==> config.mk <==
export PLATFORM = sky130hd
export DESIGN_NAME = vsmp_axis
export DESIGN_NICKNAME = d
export VERILOG_FILES = /design/src/hw/rtl/assert_macros.svh /design/src/hw/rtl/vsmp_pkg.sv /design/src/hw/rtl/vsmp_axis.sv
export SDC_FILE = /design/constraint.sdc
export NUM_CORES = 1
export LEC_CHECK = 0
export CORE_MARGIN = 4
export CORE_UTILIZATION = 45
export CTS_CLUSTER_SIZE = 20
export DETAILED_ROUTE_END_ITERATION = 6
export DONT_BUFFER_PORTS = 1
export PLACE_DENSITY_LB_ADDON = 0.25
export SYNTH_ARGS = -nofsm -noshare
export SYNTH_HDL_FRONTEND = slang
export SYNTH_SLANG_ARGS = --single-unit
==> constraint.sdc <==
create_clock -name clk_i -period 9.75 [get_ports clk_i]
set_input_delay 0.4875 -clock clk_i [delete_from_list [all_inputs] [get_ports clk_i]]
set_output_delay 0.4875 -clock clk_i [all_outputs]
set_load 0.005 [all_outputs]
==> src/hw/rtl/assert_macros.svh <==
// Assertion macros shared by the voxel scatter max pool RTL.
// No dependencies; define ASSERT_OFF to compile the checks out.
`ifndef ASSERT_MACROS_SVH
`define ASSERT_MACROS_SVH

`ifndef ASSERT_OFF

// Property must hold at every clock edge outside reset
`define ASSERT_HOLDS(label, clk, rst_n, prop) \
  label: assert property (@(posedge clk) disable iff (!rst_n) (prop)) \
    else $error("assertion failed");

// Condition must never be true at a clock edge outside reset
`define ASSERT_NEVER(label, clk, rst_n, cond) \
  label: assert property (@(posedge clk) disable iff (!rst_n) !(cond)) \
    else $error("forbidden condition seen");

`else

`define ASSERT_HOLDS(label, clk, rst_n, prop)
`define ASSERT_NEVER(label, clk, rst_n, cond)

`endif

`endif

==> src/hw/rtl/vsmp_pkg.sv <==
// Package for the voxel scatter max pool: widths, codes and item types.
// No dependencies; imported by the top level and by vsmp_axis.
`default_nettype none

package vsmp_pkg;

  // Field widths
  localparam int FEAT_W     = 16;
  localparam int COORD_W    = 20;
  localparam int SCALE_W    = 16;
  localparam int SIZE_W     = 5;
  localparam int PLANE_W    = 2;
  localparam int IDX_W      = 4;                  // log2 of the grid edge
  localparam int GRID       = 1 << IDX_W;
  localparam int ADDR_W     = PLANE_W + 3 * IDX_W;
  localparam int MODE_W     = 3;
  localparam int CFG_IDX_W  = 3;
  localparam int CFG_DATA_W = 16;

  // Scaled coordinate: signed Q12.8 times unsigned Q8.8 gives Q.16
  localparam int FRAC_W     = 16;
  localparam int PROD_W     = COORD_W + SCALE_W + 1;
  localparam int Q_W        = PROD_W - FRAC_W;

  // Value store word: touched flag on top of the feature
  localparam int VWORD_W    = FEAT_W + 1;

  // Reset values of the configuration registers
  localparam logic [SCALE_W-1:0] SCALE_RST = SCALE_W'(256);
  localparam logic [SIZE_W-1:0]  SIZE_RST  = SIZE_W'(16);

  typedef enum logic [MODE_W-1:0] {
    MODE_MAX   = 3'd0,
    MODE_READ  = 3'd1,
    MODE_BACK  = 3'd2,
    MODE_LOAD  = 3'd3,
    MODE_CLEAR = 3'd4
  } mode_e;

  typedef enum logic [CFG_IDX_W-1:0] {
    CFG_SCALE_X = 3'd0,
    CFG_SCALE_Y = 3'd1,
    CFG_SCALE_Z = 3'd2,
    CFG_SIZE_X  = 3'd3,
    CFG_SIZE_Y  = 3'd4,
    CFG_SIZE_Z  = 3'd5
  } cfg_idx_e;

  typedef struct packed {
    logic [MODE_W-1:0]         mode;
    logic [PLANE_W-1:0]        plane;
    logic signed [COORD_W-1:0] coord_x;
    logic signed [COORD_W-1:0] coord_y;
    logic signed [COORD_W-1:0] coord_z;
    logic signed [FEAT_W-1:0]  feature;
    logic [ADDR_W-1:0]         voxel_addr;
    logic signed [FEAT_W-1:0]  grad_in;
  } in_item_t;

  typedef struct packed {
    logic signed [FEAT_W-1:0] voxel_value;
    logic signed [FEAT_W-1:0] grad_out;
    logic                     in_range;
    logic                     hit;
  } out_item_t;

  // Per-axis result of the scale and range check
  typedef struct packed {
    logic             ok;
    logic [IDX_W-1:0] idx;
  } axis_res_t;

endpackage

`default_nettype wire

==> src/hw/rtl/vsmp_axis.sv <==
// One coordinate axis: registered scale multiply, truncation toward zero
// and range check against the configured size. Depends on vsmp_pkg.
`default_nettype none

module vsmp_axis
  import vsmp_pkg::*;
(
  input  wire logic                      clk_i,
  input  wire logic                      mul_en_i,
  input  wire logic signed [COORD_W-1:0] coord_i,
  input  wire logic [SCALE_W-1:0]        scale_i,
  input  wire logic [SIZE_W-1:0]         size_i,
  output axis_res_t                      res_o
);

  logic signed [PROD_W-1:0] prod_d, prod_q;
  logic [PROD_W-1:0]        biased;
  logic [Q_W-1:0]           q;
  logic [SIZE_W-1:0]        lim;

  // Signed coordinate times unsigned scale
  assign prod_d = coord_i * $signed({1'b0, scale_i});

  always_ff @(posedge clk_i) begin
    if (mul_en_i) begin
      prod_q <= prod_d;
    end
  end

  // Round toward zero: add all-ones fraction to negative products
  assign biased = prod_q + {{(PROD_W - FRAC_W){1'b0}}, {FRAC_W{prod_q[PROD_W-1]}}};
  assign q      = biased[PROD_W-1:FRAC_W];

  // Usable cells are the smaller of size and grid edge
  assign lim = (size_i < SIZE_W'(GRID)) ? size_i : SIZE_W'(GRID);

  assign res_o.ok  = !q[Q_W-1] && (q < Q_W'(lim));
  assign res_o.idx = q[IDX_W-1:0];

endmodule

`default_nettype wire
=== After elaboration in Yosys (flattened, before gate mapping) ===
Index checks and enable logic that the tools add are counted.

* Register bits: 37
* Logic and storage cells: 8

* Add/subtract/negate cells: 1
* $mul: 1
* Order comparisons: 2
* Muxes and demuxes: 1
* Reductions and logical operators: 2

{| class="wikitable"
|+ Operator list
! cell !! count
|-
| adder 37 x 16 -> 37 bit || 1
|-
| multiplier 20 x 17 -> 37 bit || 1
|-
| less-than comparator 21 x 5 -> 1 bit || 1
|-
| less-than comparator 5 bit (second input constant) || 1
|-
| 2-to-1 mux 5 bit || 1
|-
| logical AND 1 bit || 1
|-
| logical NOT 1 bit || 1
|}

=== Logic depth before layout (Yosys ltp) ===
Gate-level depths: netlist (run 1).

* Depth in word-level cells: 4
* Mapped depth: 23

=== Worst setup path after synthesis (run 1) ===
OpenSTA, ideal clock, no wires.

* Path type: input port to flip-flop
* Start point: input coord_i[19]
* End point: register prod_q[36], data pin
* Arrival: 5.867 ns
* Data required time: 9.482 ns
* Setup slack: 3.615 ns
* Stages: 21
* Cells stage by stage: clkbuf_1 -> nand2_1 -> fa_1 -> inv_1 -> fa_1 -> fa_1 -> fa_1 -> fa_1 -> inv_1 -> fa_1 -> inv_1 -> ha_1 -> clkbuf_1 -> a21oi_1 -> o21ai_0 -> or2_2 -> a21o_1 -> o41ai_4 -> o311ai_2 -> a2111oi_2 -> nor3b_1

* Cells in the longest elaborated chain, start to end: 1

{| class="wikitable"
|+ Ends and longest elaborated chain
! item !! RTL line !! source
|-
| start, declared || vsmp_axis.sv:10 || <nowiki>input wire logic signed [COORD_W-1:0] coord_i,</nowiki>
|-
| multiplier 20 x 17 -> 37 bit || vsmp_axis.sv:22 || <nowiki>assign prod_d = coord_i * $signed({1'b0, scale_i});</nowiki>
|-
| named net prod_d[36] || vsmp_axis.sv:16 || <nowiki>logic signed [PROD_W-1:0] prod_d, prod_q;</nowiki>
|-
| end signal, assigned || vsmp_axis.sv:26 || <nowiki>prod_q <= prod_d;</nowiki>
|-
| end, declared || vsmp_axis.sv:16 ||
|}

The timed path passes the listed nets, and every way through them passes these cells.
A chain may end at the register's enable or synchronous reset.

=== Final worst setup path (run 1) ===
* Start point: input coord_i[8]
* End point: register prod_q[36], data pin

The elaborated chain is that of the path after synthesis.

==> run_results.csv, run 1 <==
group,metric,value,unit
clock_tree,clkTransAtPathRegs,0.05,ns
clock_tree,numCtsBuffers,5,
timing,slew_viol_final,0,
logic_synthesis,synthSimpleGateAreaFrac,15.6,%
logic_synthesis,synth-adder-area-share,55.6,%
timing,relSlewSlack,52.2,%
floorplanning,rows,64,
route,drc,0,
global_routing,grt_antenna_before_repair,0,
logic_synthesis,synth_compound_area_share,5.90,%
route,viasPerCell,5.12,
logic_synthesis,synth.distinct_cells,60,
global_routing,grt_util_all_layers,19.7,%
global_routing,grt_max_degree,38,
timing,finalSetupTns,0,ns
route,drt_iter0_drc,392,
route,drtAntennaViolNets,0,
logic_synthesis,synth-main-ff-cell,"edfxtp_1",
layout,final_nets,1989,
worst_setup_path,critPathMostFrequentCell,"fa_1",
worst_setup_path,critPathSlowestCell,"fa_1",
layout,multiInputGateArea,11200,sq um
floorplanning,initial_core_util,45.8,%
logic_synthesis,seq_area_frac_synth,7.89,%
clock_tree,h-tree-depth,2,
logic_synthesis,synth-xor-area-share,2.42,%
clock_tree,root_buffer,"clkbuf_16",
place,io_buffer_count,0,
worst_setup_path,worst-path-max-fanout,16,
global_routing,grt_pass1_wl,53.8,mm
layout,area_growth,3.30,%
timing,fmax,165,MHz
clock_tree,cts_buffer_depth,2,
logic_synthesis,synth_area,14100,sq um
route,vias,9786,
worst_setup_path,cp_top_family,"adder cells",
global_routing,grt_pass1_vias,10900,
hold_path,hp-class,"in -> reg",
worst_setup_path,worstSetupStartpointType,"input pin",
route,post_drt_wl_per_cell,16.4,um
layout,largest-register,"prod_q",
logic_synthesis,yosys.area.top_type,"fa_1",
floorplanning,ios,48,
worst_setup_path,cp.required,9.77,ns
timing,rsz0062_at_grt,"no",
logic_synthesis,syn_area_per_cell,9.04,sq um
floorplanning,die_h,185,um
worst_setup_path,end_kind,"register",
logic_synthesis,muxShareOfSynthArea,0.142,%
floorplanning,dieArea,34200,sq um
floorplanning,die_width,185,um
layout,drive_gt1_share,1.32,%
layout,nFillCells,2977,
floorplanning,core-area,30700,sq um
outcome,status,"finished clean",
timing,period_needed,6.07,ns
worst_setup_path,path_cells,"and2_1 -> fa_1 -> inv_1 -> fa_1 -> fa_1 -> inv_1 -> fa_1 -> fa_1 -> inv_1 -> fa_1 -> inv_1 -> ha_1 -> a211oi_1 -> nor2_1 -> o21ai_1 -> clkinv_1 -> o41ai_4 -> o311ai_2 -> a2111oi_2 -> nor3b_1",
layout,largest_reg_flops,37,
worst_setup_path,path_buf_inv,5,
timing,tightest_slew,0.717,ns
timing,hold_violations,0,
global_routing,grt_overflow_total,0,
logic_synthesis,async_flop_share,0,%
logic_synthesis,synth_top_family_by_area,"adder cells",
worst_setup_path,slowest_delay,0.54,ns
logic_synthesis,postSynthCellCount,1559,
logic_synthesis,synth.ff_latch_count,37,
clock_tree,cts_tree,"yes",
clock_tree,clock-sinks,37,
place,dpl.hpwl,26.5,mm
logic_synthesis,ys_top_cells_by_area,"fa_1 (46%), inv_1 (11%), ha_1 (9.9%)",
clock_tree,post_cts_buffers,0,
route,drt-total-wl,31.3,mm
layout,reg.largest.list,"prod_q: 37 flops",
layout,regArea,1110,sq um
timing,setup_viol,0,
timing,period_share,62.2,%
logic_synthesis,synth_top_area_share,45.6,%
logic_synthesis,syn-num-nets,2035,
worst_setup_path,critPathArrivalTime,6.09,ns
clock_tree,cts_hold_buf,0,
clock_tree,cts-resized-gates,0,
route,first_pass_iters,5,
logic_synthesis,synth-edff-count,37,
flow_run,maxCapViolations,0,
place,gp_congestion,0.864,
logic_synthesis,ys_warn_count,0,
worst_setup_path,worstSetupPathType,"in -> reg",
==> path summary, 6_finish.rpt <==
check | from | end | cells after the start
hold / removal | mul_en_i | prod_q[5]$_DFFE_PP_ | 0
setup / recovery | coord_i[8] | prod_q[36]$_DFFE_PP_ | 20
==> metal layers <==
layer	up-vias	share of wire [%]	global-route usage (%)
met2	183	54	37.6
met4	0	3.2	5.61
met3	54	3.4	1.81
met1	5028	39	23.5
li1	4521	-	-
met5	-	0	0
==> per-stage QoR <==
stage / cells / hold WS (ns) / instance area, sq um / setup slack [ns] / util [%]
global placement: 1902 / 0.609 / 14400 / 3.49 / 46.8
CTS: 1910 / 0.314 / 14500 / 3.72 / 47.3
detailed placement: 1902 / 0.609 / 14400 / 3.44 / 46.8
floorplan: 1559 / 0.600 / 14100 / 3.62 / -
global route: 1910 / 0.309 / 14500 / 3.47 / 47.3
finish: 1911 / 0.325 / 14600 / 3.68 / 47.3
==> final cells by class <==
class	instances	area share, %
Multi-Input combinational cell	1052	77.0
Inverter	417	10.8
Sequential cell	37	7.64
Tap cell	396	3.40
Clock buffer	5	0.860
Clock inverter	3	0.284
Antenna cell	1	0.0172
==> layout by cell type, fill, tap and decap left out, types with 3 or more instances in the layout <==
master / count
o21ai_1: 8
a211oi_1: 5
nand2_1: 232
nand4_1: 6
o21bai_1: 3
o21a_1: 3
o21ai_0: 17
a21oi_1: 32
and2_1: 131
edfxtp_1: 37
nand3_1: 17
or4_1: 3
inv_1: 415
a211o_1: 4
xor2_1: 8
a21o_1: 9
xnor2_1: 31
a31oi_1: 7
clkbuf_16: 5
nor2_1: 38
o31ai_1: 3
fa_1: 321
nand2b_1: 8
nor3_1: 10
ha_1: 112
o211ai_1: 6
==> logic make-up after synthesis <==
| family | count (synthesis) |
|---|---|
| AO/OA/AOI/OAI | 119 |
| XOR/XNOR | 39 |
| adder cells (fa/ha/maj) | 433 |
| buffers and inverters | 470 |
| flip-flops | 37 |
| multiplexers | 2 |
| AND/OR/NAND/NOR | 459 |
==> Yosys cell counts (2+ instances only) <==
master    instances
inv_1           415
fa_1            321
nand2_1         232
and2_1          131
ha_1            112
clkbuf_1         53
nor2_1           38
edfxtp_1         37
a21oi_1          32
xnor2_1          31
nand3_1          17
o21ai_0          17
nor3_1           10
a21o_1            9
nand2b_1          8
o21ai_1           8
xor2_1            8
a31oi_1           7
nand4_1           6
o211ai_1          6
a211oi_1          5
a211o_1           4
o21a_1            3
o21bai_1          3
o31ai_1           3
or4_1             3
a311oi_1          2
mux2i_1           2
nand3b_1          2
nor4_1            2
o211a_1           2
or2_2             2
Power of run 1 is not shown: default switching activity piles up to over one toggle a cycle in this logic, so the estimate is an artifact.
==> inputs of run 2 (changes only) <==
==> constraint.sdc (replaced) <==
create_clock -name clk_i -period 5.4 [get_ports clk_i]
set_input_delay 0.27 -clock clk_i [delete_from_list [all_inputs] [get_ports clk_i]]
set_output_delay 0.27 -clock clk_i [all_outputs]
set_load 0.005 [all_outputs]
==> run_results.csv, run 2 (synthesis gave the netlist of run 1 again) <==
group,metric,value,unit
layout,drive_gt1_share,10.2,%
global_routing,grt_antenna_before_repair,0,
route,post_drt_wl_per_cell,16.0,um
clock_tree,clock-sinks,37,
layout,largest-register,"prod_q",
route,drc,0,
floorplanning,dieArea,34200,sq um
clock_tree,root_buffer,"clkbuf_16",
global_routing,grt_max_degree,38,
route,drt_iter0_drc,383,
worst_setup_path,critPathMostFrequentCell,"fa_1",
worst_setup_path,worstSetupPathType,"in -> reg",
clock_tree,cts_tree,"yes",
worst_setup_path,slowest_delay,0.57,ns
place,place_inst,1975,
worst_setup_path,worstSetupStartpointType,"input pin",
worst_setup_path,critPathArrivalTime,5.33,ns
layout,nFillCells,2900,
global_routing,grt_pass1_vias,11600,
place,dpl.hpwl,26.4,mm
global_routing,grt_overflow_total,0,
timing,setup_viol,0,
clock_tree,numCtsBuffers,5,
clock_tree,cts_buffer_depth,2,
layout,final_nets,2068,
worst_setup_path,path_cells,"and2_4 -> fa_1 -> inv_1 -> fa_1 -> fa_1 -> fa_1 -> inv_1 -> fa_1 -> inv_1 -> fa_1 -> inv_2 -> ha_4 -> nand2_1 -> nor4_4 -> o211ai_2 -> nand2_2 -> o41ai_4 -> buf_4 -> buf_4 -> o31ai_1 -> nor2_1 -> xnor2_1",
timing,relSlewSlack,54.3,%
timing,tightest_slew,0.685,ns
timing,period_share,98.3,%
place,preCtsSetupSlack,-0.321,ns
layout,reg.largest.list,"prod_q: 37 flops",
worst_setup_path,crit_start,"coord_i[7]",
timing,fmax,188,MHz
route,drt-total-wl,31.8,mm
flow_run,maxCapViolations,0,
outcome,status,"finished clean",
clock_tree,clkTransAtPathRegs,0.05,ns
floorplanning,core-area,30700,sq um
floorplanning,initial_core_util,45.8,%
timing,hold_violations,0,
worst_setup_path,end_kind,"register",
worst_setup_path,cp_top_family,"adder cells",
route,vias,10100,
floorplanning,ios,48,
layout,largest_reg_flops,37,
route,first_pass_iters,4,
timing,timing.final.ws_setup,0.0923,ns
timing,slew_viol_final,0,
layout,num_antenna_cells,0,
hold_path,hp-class,"in -> reg",
floorplanning,die_width,185,um
layout,area_growth,9.76,%
hold_path,min_from,"mul_en_i",
floorplanning,rows,64,
place,io_buffer_count,0,
layout,mostFrequentLayoutCells,"inv_1 (407), fa_1 (310), nand2_1 (223)",
layout,final_cells,1989,
global_routing,grt_util_all_layers,20.2,%
timing,period_needed,5.31,ns
timing,rsz0062_at_grt,"yes",
worst_setup_path,critPathSlowestCell,"fa_1",
clock_tree,h-tree-depth,2,
layout,mostFrequentLayoutCell,"inv_1",
global_routing,grt_pass1_wl,55.7,mm
route,drtAntennaViolNets,0,
worst_setup_path,cp.required,5.43,ns
place,gp_congestion,0.864,
route,viasPerCell,5.07,
worst_setup_path,worst-path-max-fanout,16,
worst_setup_path,path_buf_inv,6,
floorplanning,die_h,185,um
[run 2: layout make-up]
| cell class | count | area (sq um) | area share [%] |
|---|---|---|---|
| clock buffers | 6 | 129 | 0.834 |
| clock inverters | 2 | 33.8 | 0.218 |
| inverters | 417 | 1570 | 10.1 |
| multi-input cells | 1052 | 11500 | 74.5 |
| flip-flops and latches | 37 | 1110 | 7.19 |
| well taps | 396 | 495 | 3.20 |
| repair buffers | 79 | 606 | 3.92 |
[run 2: metrics by stage]
stage / instance area [sq um] / hold slack, ns / setup TNS [ns] / utilization [%]
global route: 15500 / 0.0898 / -0.272 / 50.3
detailed placement: 15100 / 0.391 / -1.45 / 49.1
floorplan: 14400 / 0.382 / -0.311 / -
finish: 15500 / 0.111 / 0 / 50.3
global placement: 15100 / 0.392 / -1.18 / 49.1
CTS: 15300 / 0.0998 / 0 / 49.8
[run 2: worst paths after layout]
kind	endpoint	slack [ns]	cells after the start
setup / recovery	prod_q[32]$_DFFE_PP_	0.09	22
hold / removal	prod_q[6]$_DFFE_PP_	0.11	0
[run 2: layer usage]
metal  vias to the layer above  routed length (um)  GRT usage, %
li1                       4680                   -             -
met1                      5175               12800          24.3
met2                       173               17300          38.9
met3                        51                 927          1.94
met4                         0                 779          4.64
met5                         -                   0             0
[run 2: repair_timing]
item                       4_1_cts  5_1_grt
pin swaps                        4       21
resized for setup                3       34
hold buffers                     0        0
setup endpoints to repair        1       10
setup buffers                    2        4
Power of run 2 is left out for the same reason.
==> inputs of run 3 (changes only) <==
--- a/config.mk
+++ b/config.mk
@@ -5,6 +5,8 @@
 export SDC_FILE = /design/constraint.sdc
 export NUM_CORES = 1
 export LEC_CHECK = 0
+export CELL_PAD_IN_SITES_DETAIL_PLACEMENT = 0
+export CELL_PAD_IN_SITES_GLOBAL_PLACEMENT = 1
 export CORE_MARGIN = 4
 export CORE_UTILIZATION = 45
 export CTS_CLUSTER_SIZE = 20
==> run_results.csv, run 3 (synthesis gave the netlist of run 1 again) <==
group,metric,value,unit
outcome,status,"finished clean",
clock_tree,clkTransAtPathRegs,0.06,ns
worst_setup_path,worstSetupStartpointType,"input pin",
worst_setup_path,cp.required,5.42,ns
route,wl_met2,18.0,mm
place,dpl.hpwl,27.3,mm
timing,relSlewSlack,53.4,%
timing,fmax,186,MHz
clock_tree,cts_buffer_depth,2,
clock_tree,h-tree-depth,2,
layout,largest_reg_flops,37,
worst_setup_path,slowest_delay,0.58,ns
layout,mostFrequentLayoutCells,"inv_1 (405), fa_1 (308), nand2_1 (223)",
route,wl_met1,12.9,mm
layout,mostFrequentLayoutCell,"inv_1",
route,vias,10100,
route,viasPerCell,5.08,
clock_tree,cts_hold_buf,0,
layout,reg.largest.list,"prod_q: 37 flops",
floorplanning,die_width,185,um
timing,period_needed,5.38,ns
floorplanning,dieArea,34200,sq um
layout,num_antenna_cells,0,
worst_setup_path,critPathArrivalTime,5.40,ns
route,drt-total-wl,32.8,mm
worst_setup_path,path_buf_inv,2,
worst_setup_path,critPathMostFrequentCell,"fa_1",
global_routing,grt_antenna_before_repair,0,
worst_setup_path,critPathSlowestCell,"fa_1",
timing,hold_violations,0,
clock_tree,numCtsBuffers,5,
route,top_layer_used,"met4",
route,post_drt_wl_per_cell,16.5,um
floorplanning,ios,48,
route,route.met3.wl,1.10,mm
clock_tree,root_buffer,"clkbuf_16",
worst_setup_path,worst-path-max-fanout,20,
timing,period_share,99.6,%
timing,setup_viol,0,
route,drc,0,
global_routing,grt_util_all_layers,20.5,%
worst_setup_path,end_kind,"register",
layout,drive_gt1_share,10.7,%
route,drt_iter0_drc,335,
timing,rsz0062_at_grt,"yes",
layout,final_nets,2069,
worst_setup_path,worstSetupPathType,"in -> reg",
global_routing,grt_pass1_vias,11400,
flow_run,maxCapViolations,0,
layout,area_growth,9.69,%
place,io_buffer_count,0,
global_routing,grt_max_degree,38,
worst_setup_path,path_cells,"and2_1 -> fa_1 -> fa_1 -> fa_2 -> fa_2 -> fa_1 -> inv_1 -> fa_1 -> inv_1 -> ha_1 -> nand2_1 -> o21ai_2 -> a211o_1 -> o41ai_4 -> o311ai_4 -> a2111oi_2 -> nor3b_1",
timing,finalSetupTns,0,ns
floorplanning,die_h,185,um
timing,tightest_slew,0.699,ns
worst_setup_path,crit_start,"scale_i[6]",
global_routing,grt_pass1_wl,55.9,mm
clock_tree,cts_tree,"yes",
floorplanning,rows,64,
route,first_pass_iters,4,
worst_setup_path,cp_top_family,"adder cells",
timing,slew_viol_final,0,
floorplanning,core-area,30700,sq um
clock_tree,clock-sinks,37,
layout,largest-register,"prod_q",
route,drtAntennaViolNets,0,
global_routing,grt_overflow_total,0,
place,gp_congestion,0.824,
hold_path,min_from,"mul_en_i",
floorplanning,initial_core_util,45.8,%
hold_path,hp-class,"in -> reg",
==> run 3: cell types whose count changed in the layout (fill, tap and decap cells not counted), moves of 2 or more <==
cell / previous run / this run
inv_1: 407 / 405
inv_2: 9 / 11
fa_1: 310 / 308
fa_2: 11 / 13
a211oi_1: 4 / 2
==> run 3: cell type report <==
cell class | instances | area, sq um
multi-input cells | 1052 | 11500
flip-flops and latches | 37 | 1110
repair buffers | 80 | 613
clock buffers | 5 | 125
inverters | 417 | 1570
well taps | 396 | 495
fillers | 3000 | 15300
clock inverters | 3 | 12.5
==> run 3: routing by layer <==
metal,vias up,track usage (%)
met3,48,1.75
li1,4672,-
met1,5219,24.4
met5,-,0
met4,0,4.29
met2,172,40.3
==> run 3: what timing repair did <==
action / 4_1_cts / 5_1_grt
buffers inserted: 1 / 0
pin swaps: 9 / 35
resized for setup: 8 / 36
endpoints found under the setup margin: 1 / 10
==> run 3: final timing paths <==
kind	cells past startpoint	slack, ns	end
hold / removal	0	0.11	prod_q[6]$_DFFE_PP_
setup / recovery	17	0.02	prod_q[36]$_DFFE_PP_
==> run 3: metrics by stage <==
| stage | hold WS [ns] | util [%] | setup WS, ns | area (sq um) | std cells |
|---|---|---|---|---|---|
| 4_1_cts | 0.0983 | 49.8 | -0.0163 | 15300 | 1990 |
| 2_1_floorplan | 0.382 | - | -0.279 | 14400 | 1559 |
| 5_1_grt | 0.0896 | 50.2 | -0.149 | 15500 | 1990 |
| 6_report | 0.106 | 50.2 | 0.0234 | 15500 | 1990 |
| 3_5_place_dp | 0.390 | 49.3 | -0.340 | 15100 | 1981 |
| 3_3_place_gp | 0.390 | 49.3 | -0.321 | 15100 | 1981 |
Power of run 3 is left out for the same reason.
